`src/design/upv_pkg.sv`:
```
`timescale 1ns / 1ps
// ----------------------------------------------------------------------------
// upv_pkg
// Constants, types and the codepoint range check for the printable UTF-8
// string validator.
// ----------------------------------------------------------------------------
package upv_pkg;

  typedef logic [20:0] codepoint_t;

  typedef enum logic [1:0] {
    CLS_ONE   = 2'd0,
    CLS_TWO   = 2'd1,
    CLS_THREE = 2'd2,
    CLS_FOUR  = 2'd3
  } lead_class_t;

  localparam logic [4:0]  LEAD2_DATA_MASK = 5'h1f;
  localparam logic [3:0]  LEAD3_DATA_MASK = 4'hf;
  localparam logic [2:0]  LEAD4_DATA_MASK = 3'h7;

  localparam codepoint_t MIN_TWO      = 21'h00080;
  localparam codepoint_t MIN_THREE    = 21'h00800;
  localparam codepoint_t MIN_FOUR     = 21'h10000;
  localparam codepoint_t MAX_CP       = 21'h10ffff;
  localparam codepoint_t SURR_LO      = 21'h0d800;
  localparam codepoint_t SURR_HI      = 21'h0dfff;
  localparam codepoint_t PRINT_MIN    = 21'h00020;
  localparam codepoint_t CTRL_HI_LO   = 21'h0007f;
  localparam codepoint_t CTRL_HI_HI   = 21'h0009f;

  function automatic logic cp_ok(input codepoint_t cp, input lead_class_t cls);
    codepoint_t min_cp;
    case (cls)
      CLS_ONE:   min_cp = '0;
      CLS_TWO:   min_cp = MIN_TWO;
      CLS_THREE: min_cp = MIN_THREE;
      CLS_FOUR:  min_cp = MIN_FOUR;
      default:   min_cp = '0;
    endcase
    cp_ok = (cp >= min_cp) && (cp <= MAX_CP) &&
            !((cp >= SURR_LO) && (cp <= SURR_HI)) &&
            (cp >= PRINT_MIN) &&
            !((cp >= CTRL_HI_LO) && (cp <= CTRL_HI_HI));
  endfunction

endpackage

```
`src/design/utf8_printable_validator.sv`:
```
`timescale 1ns / 1ps
// ----------------------------------------------------------------------------
// utf8_printable_validator
// Checks a byte stream string for valid, printable UTF-8 and gives one
// verdict per string.
// ----------------------------------------------------------------------------
// Usage:
//   Input channel (in_valid / in_stall): one word per string byte,
//   text_byte plus final_byte, which marks the last byte of a string.
//   Output channel (out_valid / out_stall): one word per string,
//   string_valid = 1 when the whole string decoded as printable UTF-8.
//   Bytes land in an input register; the decoder updates its state from
//   that register and loads the verdict into an output register, whose
//   out_valid flag marks the verdict as ready to be taken.
//   Throughput is one byte per cycle while in_stall is low; the decoder
//   state update is a single register-to-register step.
//   While out_stall holds a verdict in the output register, non-final bytes
//   still pass through the decoder; a final byte waits in the input register
//   and in_stall rises until the output register frees up.
//   Reset (rst, synchronous) empties both registers and clears the decoder
//   state; the first byte after reset starts a new string.
// ----------------------------------------------------------------------------
module utf8_printable_validator (
  input  logic       clk,
  input  logic       rst,
  input  logic       in_valid,
  output logic       in_stall,
  input  logic [7:0] text_byte,
  input  logic       final_byte,
  output logic       out_valid,
  input  logic       out_stall,
  output logic       string_valid
);
  import upv_pkg::*;

  logic        held_valid;
  logic [7:0]  held_byte;
  logic        held_final;

  logic [1:0]  pending;
  codepoint_t  codepoint;
  lead_class_t lead_class;
  logic        error_seen;

  logic [1:0]  pending_next;
  codepoint_t  codepoint_next;
  lead_class_t lead_class_next;
  logic        error_next;
  codepoint_t  cp_shift;
  logic        verdict;
  logic        advance;

  assign advance  = held_valid && (!held_final || !out_valid || !out_stall);
  assign in_stall = held_valid && !advance;

  always_comb begin
    pending_next    = pending;
    codepoint_next  = codepoint;
    lead_class_next = lead_class;
    error_next      = error_seen;
    cp_shift        = {codepoint[14:0], held_byte[5:0]};
    if (!error_seen) begin
      if (pending == 2'd0) begin
        if (!held_byte[7]) begin
          if (!cp_ok({13'd0, held_byte}, CLS_ONE)) begin
            error_next = 1'b1;
          end
        end else if (held_byte inside {[8'hc0:8'hdf]}) begin
          codepoint_next  = {16'd0, held_byte[4:0] & LEAD2_DATA_MASK};
          lead_class_next = CLS_TWO;
          pending_next    = 2'd1;
        end else if (held_byte inside {[8'he0:8'hef]}) begin
          codepoint_next  = {17'd0, held_byte[3:0] & LEAD3_DATA_MASK};
          lead_class_next = CLS_THREE;
          pending_next    = 2'd2;
        end else if (held_byte inside {[8'hf0:8'hf7]}) begin
          codepoint_next  = {18'd0, held_byte[2:0] & LEAD4_DATA_MASK};
          lead_class_next = CLS_FOUR;
          pending_next    = 2'd3;
        end else begin
          error_next = 1'b1;
        end
      end else begin
        if (held_byte[7:6] != 2'b10) begin
          error_next = 1'b1;
        end else begin
          codepoint_next = cp_shift;
          pending_next   = pending - 2'd1;
          if ((pending_next == 2'd0) && !cp_ok(cp_shift, lead_class)) begin
            error_next = 1'b1;
          end
        end
      end
    end
    verdict = !error_next && (pending_next == 2'd0);
  end

  // input register
  always_ff @(posedge clk) begin
    if (rst) begin
      held_valid <= 1'b0;
    end else if (!in_stall) begin
      held_valid <= in_valid;
    end
  end

  always_ff @(posedge clk) begin
    if (in_valid && !in_stall) begin
      held_byte  <= text_byte;
      held_final <= final_byte;
    end
  end

  // decoder state, cleared after each final byte
  always_ff @(posedge clk) begin
    if (rst) begin
      pending    <= 2'd0;
      codepoint  <= '0;
      lead_class <= CLS_ONE;
      error_seen <= 1'b0;
    end else if (advance) begin
      if (held_final) begin
        pending    <= 2'd0;
        codepoint  <= '0;
        lead_class <= CLS_ONE;
        error_seen <= 1'b0;
      end else begin
        pending    <= pending_next;
        codepoint  <= codepoint_next;
        lead_class <= lead_class_next;
        error_seen <= error_next;
      end
    end
  end

  // output register
  always_ff @(posedge clk) begin
    if (rst) begin
      out_valid <= 1'b0;
    end else if (advance && held_final) begin
      out_valid <= 1'b1;
    end else if (!out_stall) begin
      out_valid <= 1'b0;
    end
  end

  always_ff @(posedge clk) begin
    if (advance && held_final) begin
      string_valid <= verdict;
    end
  end

  // continuations pending only inside a multibyte form
  assert property (@(posedge clk) disable iff (rst)
    (pending != 2'd0) |-> (lead_class != CLS_ONE) && (pending <= lead_class))
    else $error("pending count exceeds lead form");

  // a final byte leaves the decoder cleared
  assert property (@(posedge clk) disable iff (rst)
    (advance && held_final) |=> (pending == 2'd0) && !error_seen)
    else $error("decoder state not cleared after final byte");

  // an error before the final byte or a cut-off sequence yields an invalid verdict
  assert property (@(posedge clk) disable iff (rst)
    (advance && held_final && (error_seen || (pending_next != 2'd0)))
      |=> out_valid && !string_valid)
    else $error("invalid string reported as valid");

  // input register holds only when a verdict is blocked
  assert property (@(posedge clk) disable iff (rst)
    in_stall |-> held_final && out_valid && out_stall)
    else $error("input stalled without a blocked verdict");

endmodule
```
`config.mk`:
```
export PLATFORM = sky130hd
export DESIGN_NAME = utf8_printable_validator
export DESIGN_NICKNAME = d
export VERILOG_FILES = /design/src/design/upv_pkg.sv /design/src/design/utf8_printable_validator.sv
export SDC_FILE = /design/constraint.sdc
export NUM_CORES = 1
export LEC_CHECK = 0
export BUFFER_PORTS_ARGS = -buffer_cell sky130_fd_sc_hd__buf_4
export CORE_MARGIN = 2
export CORE_UTILIZATION = 50
export DETAILED_ROUTE_END_ITERATION = 10
export PLACE_DENSITY = 0.72
export RECOVER_POWER = 100
export REMOVE_ABC_BUFFERS = 1
export SYNTH_ARGS = -nofsm -noshare
export SYNTH_HDL_FRONTEND = slang
export SYNTH_SLANG_ARGS = --single-unit
```
`constraint.sdc`:
```
create_clock -name clk -period 1.9 [get_ports clk]
set_input_delay 0.19 -clock clk [delete_from_list [all_inputs] [get_ports clk]]
set_output_delay 0.19 -clock clk [all_outputs]
set_load 0.05 [all_outputs]
```
# After elaboration in Yosys (flattened, before gate mapping)
# Index checks and enable logic that the tools add are counted.
dict set report totals {
  output_inout_bits 3
  word_cells 117
  regBits 32
  input_bits 13
}
dict set report classes {
  add_sub_neg 1
  eq_ne 9
  order_cmp 17
  n_reduce_logical 39
  muxes 42
}
# op n
set ops {}
lappend ops {{2-to-1 mux 21 bit} 6}
lappend ops {{2-to-1 mux 15 bit} 8}
lappend ops {{case mux 21 bit (4 select lines)} 1}
lappend ops {{<= comparator 8 bit (second input constant)} 4}
lappend ops {{2-to-1 mux 2 bit} 15}
lappend ops {{greater-or-equal comparator 8 bit (second input constant)} 3}
lappend ops {{greater-or-equal comparator 21 x 16 -> 1 bit (second input constant)} 1}
lappend ops {{greater-or-equal comparator 21 bit} 1}
lappend ops {{greater-or-equal comparator 21 x 6 -> 1 bit (second input constant)} 1}
lappend ops {{greater-or-equal comparator 21 x 7 -> 1 bit (second input constant)} 1}
lappend ops {{greater-or-equal comparator 8 x 21 -> 1 bit} 1}
lappend ops {{<= comparator 21 x 16 -> 1 bit (second input constant)} 1}
lappend ops {{<= comparator 21 bit (second input constant)} 1}
lappend ops {{<= comparator 21 x 8 -> 1 bit (second input constant)} 1}
lappend ops {{logical AND 1 bit} 18}
lappend ops {{2-to-1 mux 1 bit} 12}
lappend ops {{zero test 1 bit} 10}
lappend ops {{AND reduction 5 bit} 2}
lappend ops {{greater-or-equal comparator 8 x 6 -> 1 bit (second input constant)} 1}
lappend ops {{greater-or-equal comparator 8 x 7 -> 1 bit (second input constant)} 1}
lappend ops {{zero test 2 bit} 4}
lappend ops {{inequality test 3 bit (second input constant)} 2}
lappend ops {{inequality test 5 x 2 -> 1 bit (second input constant)} 1}
lappend ops {{== test 2 bit (second input constant)} 2}
lappend ops {{7 further kinds} 10}

# Longest topological paths before layout
dict set report logic_depth {
  ltp_word 18
  mapped_depth 8
  ltp_nobuf 7
}

# Least setup slack after synthesis
# OpenSTA, ideal clock, no wires.
dict set report synth_path {
  kind {register -> register}
  start {reg out_valid}
  end {reg held_byte[0] (enable)}
  n_path_buf 0
  t_arrival_ns 1.833
  setup_time_ns 0.339
  slack_ns -0.271
  required_time_ns 1.561
  path_stages_with_launch 4
  synth_period_minus_slack_ns 2.171
  path_cell_list {dfxtp_1 -> nand2_1 -> nor2_1 -> nor2b_1}
}
dict set report synth_via {
  elab_chain_len 8
}
# item line_no
set synth_rtl {}
lappend synth_rtl {{start: declaration} utf8_printable_validator.sv:30} ;# output logic out_valid,
lappend synth_rtl {{start signal: assignment} utf8_printable_validator.sv:139} ;# out_valid <= 1'b0;
lappend synth_rtl {{start signal: assignment} utf8_printable_validator.sv:141} ;# out_valid <= 1'b1;
lappend synth_rtl {{start signal: assignment} utf8_printable_validator.sv:143} ;# out_valid <= 1'b0;
lappend synth_rtl {{zero test 1 bit} utf8_printable_validator.sv:53} ;# assign advance = held_valid && (!held_final || !out_valid || !out_stall);
lappend synth_rtl {{logical OR 1 bit (2 in a row)} utf8_printable_validator.sv:53}
lappend synth_rtl {{logical AND 1 bit} utf8_printable_validator.sv:53}
lappend synth_rtl {{zero test 1 bit} utf8_printable_validator.sv:54} ;# assign in_stall = held_valid && !advance;
lappend synth_rtl {{logical AND 1 bit} utf8_printable_validator.sv:54}
lappend synth_rtl {{net in_stall} utf8_printable_validator.sv:27} ;# output logic in_stall,
lappend synth_rtl {{zero test 1 bit} utf8_printable_validator.sv:108} ;# if (in_valid && !in_stall) begin
lappend synth_rtl {{logical AND 1 bit} utf8_printable_validator.sv:108}
lappend synth_rtl {{end signal: assignment} utf8_printable_validator.sv:109} ;# held_byte <= text_byte;
lappend synth_rtl {{end: declaration} utf8_printable_validator.sv:37} ;# logic [7:0] held_byte;
# The timed path passes the listed nets, and every way through them passes these cells.
# A chain may end at the register's enable or synchronous reset.

# Worst setup path in the final report
dict set report layout_path {
  start {reg codepoint[7]}
  end {reg error_seen}
}
dict set report layout_via {
  elab_chain_len 13
  word_cells_on_any_way 22
  classes_between {7 x order compare; 5 x mux; 10 x reduce/logical}
}
# item line_no
set layout_rtl {}
lappend layout_rtl {{start: declaration} utf8_printable_validator.sv:41} ;# codepoint_t codepoint;
lappend layout_rtl {{start signal: assignment} utf8_printable_validator.sv:129} ;# codepoint <= codepoint_next;
lappend layout_rtl {{greater-or-equal comparator 21 x 16 -> 1 bit / <= comparator 21 x 16 -> 1 bit (equally long branches)} upv_pkg.sv:42} ;# !((cp >= SURR_LO) && (cp <= SURR_HI)) &&
lappend layout_rtl {{logical AND 1 bit} upv_pkg.sv:42}
lappend layout_rtl {{zero test 1 bit} upv_pkg.sv:42}
lappend layout_rtl {{logical AND 1 bit} upv_pkg.sv:41} ;# cp_ok = (cp >= min_cp) && (cp <= MAX_CP) &&
lappend layout_rtl {{logical AND 1 bit} upv_pkg.sv:42}
lappend layout_rtl {{logical AND 1 bit (*)} upv_pkg.sv:43} ;# (cp >= PRINT_MIN) &&
lappend layout_rtl {{zero test 1 bit (*)} utf8_printable_validator.sv:89} ;# if ((pending_next == 2'd0) && !cp_ok(cp_shift, lead_class)) begin
lappend layout_rtl {{logical AND 1 bit (*)} utf8_printable_validator.sv:89}
lappend layout_rtl {{2-to-1 mux 1 bit (*)} utf8_printable_validator.sv:89}
lappend layout_rtl {{2-to-1 mux 1 bit (*)} utf8_printable_validator.sv:84} ;# if (held_byte[7:6] != 2'b10) begin
lappend layout_rtl {{2-to-1 mux 1 bit (*)} utf8_printable_validator.sv:63} ;# if (pending == 2'd0) begin
lappend layout_rtl {{2-to-1 mux 1 bit (*)} utf8_printable_validator.sv:62} ;# if (!error_seen) begin
lappend layout_rtl {{2-to-1 mux 1 bit (*)} utf8_printable_validator.sv:122} ;# if (held_final) begin
lappend layout_rtl {{end signal: assignment} utf8_printable_validator.sv:131} ;# error_seen <= error_next;
lappend layout_rtl {{end: declaration} utf8_printable_validator.sv:43} ;# logic error_seen;
# Mark *: on every way between the ends. The rest lies on a longest branch, timed or not.

==> run metrics <==
via count 1,481; adder-cell area share of the yosys netlist 3.828%; Vias/cell 5.610; post-synthesis mux area share 6.126%; commonest cells after routing, fill and taps aside buf_4, dfxtp_1, nand2_1; routability cong. 0.9012; critical path class flop to flop; maximum root-to-sink buffer count 2; die footprint 3741 um2; crit-path max FO 2; Worst Slack Setup Final -0.1640 ns; Port Buffers 15; failing checks setup timing; Area Growth Syn to Fin 29.02%; commonest non-fill, non-tap cell in the layout buf_4; Fill cells 259; antenna violations before repair 0; Post-Synth XOR/XNOR Area 0%; cell area after synthesis 1634 um2; post-DP HPWL 2.771 mm; Least-Margin Pin Slew 0.5959 ns; post-route ant nets 0; clock sinks 32; max-cap violation count 0; mean post-synth cell area 9.445 um2; hold crit path type input pin to flop; main combinational cell family by area after synthesis simple AND/OR/NAND/NOR gates; Post-Route Utilization 68.50%; area fraction in compound gates after synthesis 17.53%; Starting DRT DRC Count 76; final worst path period need 2.064 ns; synth warn 0; Die Wd 61.17 um; PD cells 647.3 nW/um2; Hold WS 0.04352 ns; num rows 20; crit path DAT 2.33 ns; drt wl/cell 14.30 um; Clock Latency Late Sink 0.34 ns; Power Total 1.365 mW; H-tree depth 2; clk_skew 0.01006 ns; RSZ-0062 raised after global routing true; vias in the first global route 1,421; share of cells above drive strength 1 25.00%; initial core utilization 53.09%; worst vdd ir 0.5400 mV; Worst Setup End Kind flop; grt ovf 0; fin. max-slew vios 0; root buffer cell clkbuf_4; DRC 0; TritonCTS clock tree done; core area 3078 um2; Nets 237; Rel. slew slack 60.44%; WL final 3.774 mm; Mapped Cells 173; first-pass GRT wire length 6.203 mm; sequential-to-total area share from yosys stat 45.33%; Critical Path RT 2.17 ns; Pleak 0.8273 nW; status finished, violations left; Fmax achieved 484.5 MHz; Final Setup Violations 2; total track usage 23.34%; Pre-antenna DRT Iters 4; largest net degree at the start of global routing 21; Die Y-Extent 61.17 um; #FFs+latches synth 32; IO Count 16; endpoints failing hold 0; Num CTS Buffers 5; n_diodes 0; Simple-Gate Fraction of Synth Area 24.43%; clk slew on worst S/H paths 0.10 ns; startpoint types flop; final cycle utilization of the critical path 108.6%; Distinct cells, synth 44
[metal layers]
metal  track usage, %  routed length (um)  vias to the layer above
met5                0                   0                        -
met4            14.29                 136                        0
met3            6.513                 251                       11
met2            37.84                1866                       65
met1            27.36                1520                      679
li1                 -                   -                      726
[state kept, by name (all words and copies together) (netlist names), 2 cells and up]
name        flops
codepoint      15
lead_class      2
held_byte       8
pending         2
[power breakdown]
part / leakage, nW / internal, mW / switching [mW] / total, mW
Sequential: 0.275 / 0.724 / 0.0123 / 0.736
Combinational: 0.511 / 0.0800 / 0.0913 / 0.171
Clock: 0.0404 / 0.223 / 0.235 / 0.458
Total: 0.827 / 1.03 / 0.338 / 1.36
[path summary, 6_finish.rpt]
check	depth (start not counted)	endpoint	start	slack (ns)
setup / recovery	6	error_seen	codepoint[7]	-0.16
hold / removal	1	held_byte[4]	text_byte[4]	0.04
setup reg to reg	6	error_seen	codepoint[7]	-0.16
hold reg to reg	2	pending[1]	pending[1]	0.46
[critical path, stage by stage (launching register included)]
cell	delay (ns)
dfxtp_2	0.33
or4_4	0.53
or4b_4	0.52
o21ai_2	0.14
a311oi_2	0.07
buf_4	0.17
nor4_4	0.22
[cells in the mapped netlist, drive strengths merged]
cell type	n	share of area, %
a32o	2	1.2
and4b	2	1.2
a31oi	1	0.38
o21a	1	0.46
and2	2	0.77
nand2b	14	5.4
and4	1	0.54
a211oi	1	0.46
o2111ai	1	0.54
nor3	3	0.92
a21oi	11	3.4
o21ai	7	2.1
o21ba	2	1.2
nand4	2	0.77
o21bai	2	0.92
a22o	3	1.6
edfxtp	10	18
nand3	2	0.61
mux2i	10	6.1
o41a	1	0.69
or4	2	1.1
nor2	14	3.4
a21o	2	0.92
ha	5	3.8
nand4b	1	0.54
or4b	1	0.61
dfxtp	22	27
o211ai	1	0.46
nor4	3	1.5
clkbuf	6	1.4
and3	2	0.77
o211a	1	0.61
a311oi	1	0.54
or3	1	0.38
nand2	19	4.4
nor2b	4	1.5
a41oi	1	0.54
inv	6	1.4
a2111oi	1	0.54
o31ai	2	0.92
[cell type report]
| type | instances | area, um2 | area share [%] |
|---|---|---|---|
| sequential | 32 | 742.0 | 35.19 |
| multi-input combinational | 129 | 880.8 | 41.78 |
| timing repair buffer | 45 | 336.6 | 15.96 |
| clock inverter | 1 | 5.005 | 0.2374 |
| tap | 44 | 55.05 | 2.611 |
| clock buffer | 7 | 66.31 | 3.145 |
| inverter | 6 | 22.52 | 1.068 |
[logic make-up (layout without fill, tap and decap cells)]
group / count (synthesis) / in the layout
AND/OR/NAND/NOR: 73 / 73
adder cells (fa/ha/maj): 5 / 5
buffers and inverters: 12 / 59
flip-flops: 32 / 32
AO/OA/AOI/OAI: 41 / 41
multiplexers: 10 / 10
[repair_timing]
action,in CTS,in global routing
gates resized for setup,1,9
pin swaps,1,1
hold buffers,0,2
setup endpoints to repair,12,19
setup buffers,0,1
hold endpoints to repair,0,2
cloned,0,0
[stage by stage]
| step | cell area [um2] | std cells | setup TNS (ns) | setup slack, ns |
|---|---|---|---|---|
| after floorplan | 1612 | 167 | -2.547 | -0.2713 |
| after global placement | 1982 | 253 | -0.7461 | -0.1235 |
| after detailed placement | 1982 | 253 | -1.876 | -0.1771 |
| after CTS | 2058 | 261 | -0.2799 | -0.1468 |
| after global routing | 2108 | 264 | -0.9105 | -0.2440 |
| final | 2108 | 264 | -0.3262 | -0.1640 |
Power figures use the tool's default switching activity.
